<file path="config.mk">
export PLATFORM = sky130hd
export DESIGN_NAME = bsti_queue
export DESIGN_NICKNAME = d
export VERILOG_FILES = /design/src/hw/rtl/bsti_pkg.sv /design/src/hw/rtl/bsti_queue.sv
export SDC_FILE = /design/constraint.sdc
export NUM_CORES = 1
export LEC_CHECK = 0
export BUFFER_PORTS_ARGS = -buffer_cell sky130_fd_sc_hd__buf_4
export CORE_ASPECT_RATIO = 0.6
export CORE_UTILIZATION = 55
export CTS_BUF_LIST = sky130_fd_sc_hd__clkbuf_4
export CTS_CLUSTER_DIAMETER = 50
export DETAILED_ROUTE_END_ITERATION = 10
export HOLD_SLACK_MARGIN = 0.05
export MAX_ROUTING_LAYER = met4
export PLACE_DENSITY = 0.83
export SKIP_CTS_REPAIR_TIMING = 1
export SYNTH_ARGS = -nofsm -noshare
export SYNTH_HDL_FRONTEND = slang
export SYNTH_SLANG_ARGS = --single-unit
</file>
<file path="constraint.sdc">
create_clock -name clk -period 25.5 [get_ports clk]
set_input_delay 5.1 -clock clk [delete_from_list [all_inputs] [get_ports clk]]
set_output_delay 5.1 -clock clk [all_outputs]
set_load 0.01 [all_outputs]
</file>
<file path="src/hw/rtl/bsti_pkg.sv">
// shared types and constants for the bounded sorted top-k insertion block
package bsti_pkg;

	localparam int MAX_NB = 32;
	localparam int QUEUE_DEPTH = 2;
	localparam int QPTR_W = $clog2(QUEUE_DEPTH);

	localparam logic [1:0] ACT_INSERT = 2'd0;
	localparam logic [1:0] ACT_READ = 2'd1;
	localparam logic [1:0] ACT_CLEAR = 2'd2;

	localparam logic REG_K_IN_USE = 1'b0;

	typedef enum logic [1:0] {
		OP_INSERT,
		OP_READ,
		OP_CLEAR,
		OP_NOP
	} op_t;

	typedef enum logic [1:0] {
		BK_IDLE,
		BK_ACK,
		BK_READ
	} bk_state_t;

	typedef struct packed {
		logic [1:0]  action;
		logic [30:0] distance;
		logic [31:0] tbl_id;
		logic [31:0] set_id;
		logic [31:0] vector_pos;
		logic [31:0] query_pos;
	} in_word_t;

	typedef struct packed {
		logic        kind;
		logic        accepted;
		logic [5:0]  fill;
		logic [4:0]  rank;
		logic [30:0] entry_distance;
		logic [31:0] entry_table;
		logic [31:0] entry_set;
		logic [31:0] entry_pos;
		logic [31:0] entry_query;
		logic        last;
	} out_word_t;

	typedef struct packed {
		logic [30:0] distance;
		logic [31:0] tbl;
		logic [31:0] set_id;
		logic [31:0] pos;
		logic [31:0] qry;
	} entry_t;

	typedef struct packed {
		op_t    op;
		entry_t ent;
	} cmd_t;

endpackage

</file>
<file path="src/hw/rtl/bsti_queue.sv">
// short command queue between the front and back parts
module bsti_queue import bsti_pkg::*; (
	input  logic clk,
	input  logic arst_n,
	input  logic push_valid,
	output logic push_ready,
	input  cmd_t push_data,
	output logic pop_valid,
	input  logic pop_ready,
	output cmd_t pop_data
);

	cmd_t                mem_q [QUEUE_DEPTH];
	logic [QPTR_W-1:0]   wr_ptr_q;
	logic [QPTR_W-1:0]   rd_ptr_q;
	logic [QPTR_W:0]     count_q;
	logic                push;
	logic                pop;

	assign push_ready = count_q != (QPTR_W+1)'(QUEUE_DEPTH);
	assign pop_valid = count_q != '0;
	assign pop_data = mem_q[rd_ptr_q];
	assign push = push_valid && push_ready;
	assign pop = pop_valid && pop_ready;

	always_ff @(posedge clk or negedge arst_n) begin
		if (!arst_n) begin
			wr_ptr_q <= '0;
			rd_ptr_q <= '0;
			count_q <= '0;
		end else begin
			if (push) begin
				wr_ptr_q <= (wr_ptr_q == QPTR_W'(QUEUE_DEPTH - 1)) ? '0 : wr_ptr_q + 1'b1;
			end
			if (pop) begin
				rd_ptr_q <= (rd_ptr_q == QPTR_W'(QUEUE_DEPTH - 1)) ? '0 : rd_ptr_q + 1'b1;
			end
			if (push && !pop) begin
				count_q <= count_q + 1'b1;
			end else if (pop && !push) begin
				count_q <= count_q - 1'b1;
			end
		end
	end

	always_ff @(posedge clk) begin
		if (push) begin
			mem_q[wr_ptr_q] <= push_data;
		end
	end

endmodule

</file>
**Word level (Yosys, flattened, before mapping)**

Memory sizes are Yosys's and may differ from the RTL's.
Index checks and enable logic that the tools add are counted.

- Memories kept: 1
- Bits in latches: 0
- Output and inout bits: 163
- ROM bits: 0
- Register bits after elaboration: 4
- Input port bits: 165
- Bits in writable memories: 322
- Logic and storage cells: 23

- Magnitude comparators: 0
- $add $sub $neg: 4
- Equal/unequal tests: 1
- Reduce and logical (&&, ||, !) cells: 8
- Divide/modulo/power cells: 0
- Muxes and demuxes: 6
- Bitwise operators: 0
- Multipliers: 0
- Shift-type cells: 0

Memory list:

| name | depth | width | rd ports | clocked after Yosys merged registers in | write ports | line | text |
|---|---|---|---|---|---|---|---|
| mem_q | 2 | 161 | 1 | 0 | 1 | bsti_queue.sv:13 | `cmd_t mem_q [QUEUE_DEPTH];` |

Operators with widths:

| operator | count |
|---|---|
| $logic_and A1 B1 Y1 | 4 |
| $mux W1 | 4 |
| $mux W2 | 2 |
| $reduce_bool A2 Y1 | 2 |
| $add A1 B1 Y1 const B | 2 |
| $add A2 B1 Y2 const B | 1 |
| $logic_not A1 Y1 | 2 |
| $ne A2 B2 Y1 const B | 1 |
| $sub A2 B1 Y2 const B | 1 |

**Depth between registers and ports, before layout**

- Depth after elaboration: 6
- Mapped depth: 7
- Mapped depth without buffers: 7

**Worst setup path after synthesis**

OpenSTA, ideal clock, no wires.

- Path kind: input -> register
- From: in push_valid
- To: mem mem_q[0][0] (netlist name) (enable)
- Path buffers: 0
- Stages: 2
- Setup slack: 12.944 ns
- Required time: 24.816 ns
- Setup time: 0.684 ns
- Data arrival time: 11.872 ns
- Path through: nand2_1 -> nor2_1

- Longest elaborated chain between the ends: 3

RTL lines:

| item | line | text |
|---|---|---|
| from (decl) | bsti_queue.sv:5 | `input logic push_valid,` |
| $logic_and A1 B1 Y1 | bsti_queue.sv:23 | `assign push = push_valid && push_ready;` |
| $mux W1 | bsti_queue.sv:47 | `if (push) begin` |
| $mux W1 (implied by the code) | bsti_queue.sv:48 | `mem_q[wr_ptr_q] <= push_data;` |
| to (decl) | bsti_queue.sv:13 |  |

Every way passes these cells.

==> results.md <==
* Run status: completed
* Final HPWL DP at 16.8 mm
* GRT overflow at 0
* Mapped cell area at 12100 um^2
* Fin. Hold Viols at 0
* Skew final at 0.0460 ns
* Mapped Cells at 519
* Placed cells at 1114
* Num CTS Buffers at 74
* Setup crit start kind: register
* Drt wl/cell at 20.3 um
* R2r worst-path depth at 5
* Clock Path Buffers at 3
* Worst Hold Launch: count_q[1]
* WHS Endpoint: count_q[1]
* Clock Sinks at 326
* R2r endpoint: mem_q[0][73]
* Fill cells at 1234
* Xor/xnor cell area share of the yosys netlist at 0.361%
* DIE HEIGHT at 117 um
* P per Cell Area at 114 nW/um^2
* Initial antenna violation count at 0
* Worst r2r src: count_q[0]
* Static leakage at 6.24 nW
* Post-synthesis mux area share at 17.4%
* First DRT Iteration DRCs at 339
* Warnings from Yosys at 0
* Synth Area in Compound Gates at 0%
* Number of global-route vias before repair at 6694
* Clk pin slew, worst setup/hold paths at 0.06 ns
* Routed WL at 25.1 mm
* GR Util All Layers at 22.5%
* Post-synth top area share at 79.7%
* Commonest non-fill, non-tap cells in the layout: buf_4 (334), edfxtp_1 (322), clkbuf_4 (109), mux2_2 (81), mux2_4 (80)
* Max-Cap Viols at 0
* DR pass1 iterations at 4
* Core area at 21300 um^2
* Post-DRT Antenna Nets at 0
* Synth Register Bits at 326
* Largest family of logic cells by synthesized area: multiplexers
* Initial core utilization at 57.0%
* Ranking of synthesized cells by area: edfxtp_1 (80%), mux2_4 (9.9%), mux2_2 (7.5%), buf_6 (0.93%), dfrtp_1 (0.83%)
* Final setup vio count at 0
* Simple-Gate Fraction of Synth Area at 0.279%
* Die area at 22700 um^2
* Crit path kind: register to output pin
* Post-route cell area at 15800 um^2
* Nets at 1077
* Syn Nets at 685
* Period utilization at 32.3%
* DRC Markers at 0
* Distinct cells, synth at 15
* Max-Slew Margin vs Limit at 27.7%
* Final Wtd Congestion at 0.800
* Peak VDD IR at 0.0715 mV
* H-tree depth at 3
* Hold_ws at 0.508 ns
* IO buf count at 327
* Area occupied by multi-input gates at 2220 um^2
* Chip width at 194 um
* Cell taking the most area after synthesis: edfxtp_1
* Hold path depth at 1
* Area growth, synth to finish at 30.3%
* CTS tree: built
* Rows at 41
* Finished Layout Cells at 1239
* Root buffer cell: clkbuf_4
* Worst setup EP type: output pin
* Via count at 6311
* IO Pins at 328
* Unrepaired setup endpoints after global routing: no
* Worst-Margin Slew at 1.08 ns
* First-pass GRT wire length at 36.4 mm
* Worst Hold Class: register to register
* Register area share after synthesis at 80.5%
* Dpl cell area at 14800 um^2
* CP required at 20.40 ns
* Min Clock Period, post-route at 8.24 ns
* Share of layout cells above drive strength 1 at 64.0%
* FMAX at 121 MHz
* CP Max Fanout at 58
* Setup TNS at 0 ns
* Sequential Area at 9770 um^2
* Drt via density at 5.09
* Syn avg cell area at 23.4 um^2
* Commonest non-fill, non-tap cell in the layout: buf_4
* Largest net degree at the start of global routing at 61
* Adder-Cell Fraction of Synth Area at 0.103%
* Worst-Skew Late Latency at 0.70 ns
* Arrival time worst endpoint at 3.14 ns
* Max Slew Vio Count at 0
* Flop-to-flop setup slack at 22.95 ns
* Core Util, Final at 74.2%
-- layer usage --
layer	share of wire [%]	wire (um)	track usage (%)
met5	0	0	-
met4	1.6	398	8.75
met3	11	2670	9.71
met2	51	12700	36.7
met1	37	9320	24.9
-- power breakdown --
part / leakage [nW] / internal [mW] / total, mW / switching [mW]
sequential: 3.04 / 0.733 / 0.779 / 0.0460
clock: 0.570 / 0.225 / 0.415 / 0.190
combinational: 2.63 / 0.321 / 0.604 / 0.283
total: 6.24 / 1.28 / 1.80 / 0.519
-- worst max-delay path, cell delays in order (launching register included) --
cell,delay (ns)
dfrtp_4,0.92
buf_4,0.91
mux2_2,0.42
buf_4,0.14
-- worst max-delay path by stage --
stage	to	slack, ns	from
6_report	pop_data[32]	17.26	rd_ptr_q
5_1_grt	pop_data[140]	17.08	rd_ptr_q
4_1_cts	pop_data[140]	17.16	rd_ptr_q
3_5_place_dp	pop_data[140]	17.93	rd_ptr_q
3_3_place_gp	pop_data[32]	17.95	rd_ptr_q
2_1_floorplan	mem_q[0][0]	12.94	push_valid
-- registers in the layout, indices dropped and copies added, names as in the netlist --
register and cells:
mem_q 322, count_q 2, rd_ptr_q 1, wr_ptr_q 1
-- per-stage QoR --
stage	setup WS (ns)	power, mW
after floorplan	12.94	1.16
after global placement	17.95	1.38
after detailed placement	17.93	1.40
after CTS	17.16	1.82
after global routing	17.08	1.88
final	17.26	1.80
-- cell usage after synthesis --
library cell  instances
and3_1                1
buf_2                 8
buf_6                10
dfrtp_1               4
edfxtp_1            322
ha_1                  1
inv_1                 1
mux2_2               81
mux2_4               80
nand2_1               2
nand2b_1              1
nor2_1                2
or2_2                 1
xnor2_1               3
xor2_1                2
-- cell type report --
class                   instances  share of cell area (%)
flip-flops and latches        326                    61.8
repair buffers                334                    15.9
multi-input cells             174                    14.0
clock buffers                 109                    5.18
well taps                     279                    2.21
clock inverters                15                   0.863
inverters                       1                  0.0237
diodes                          1                  0.0158
-- cell families after synthesis --
kind of cell | count (synthesis)
flops | 326
mux | 161
buf+inv | 19
simple gates | 7
xor+xnor | 5
fa+ha+maj | 1
Note: power is estimated with default switching activity, not from simulation.
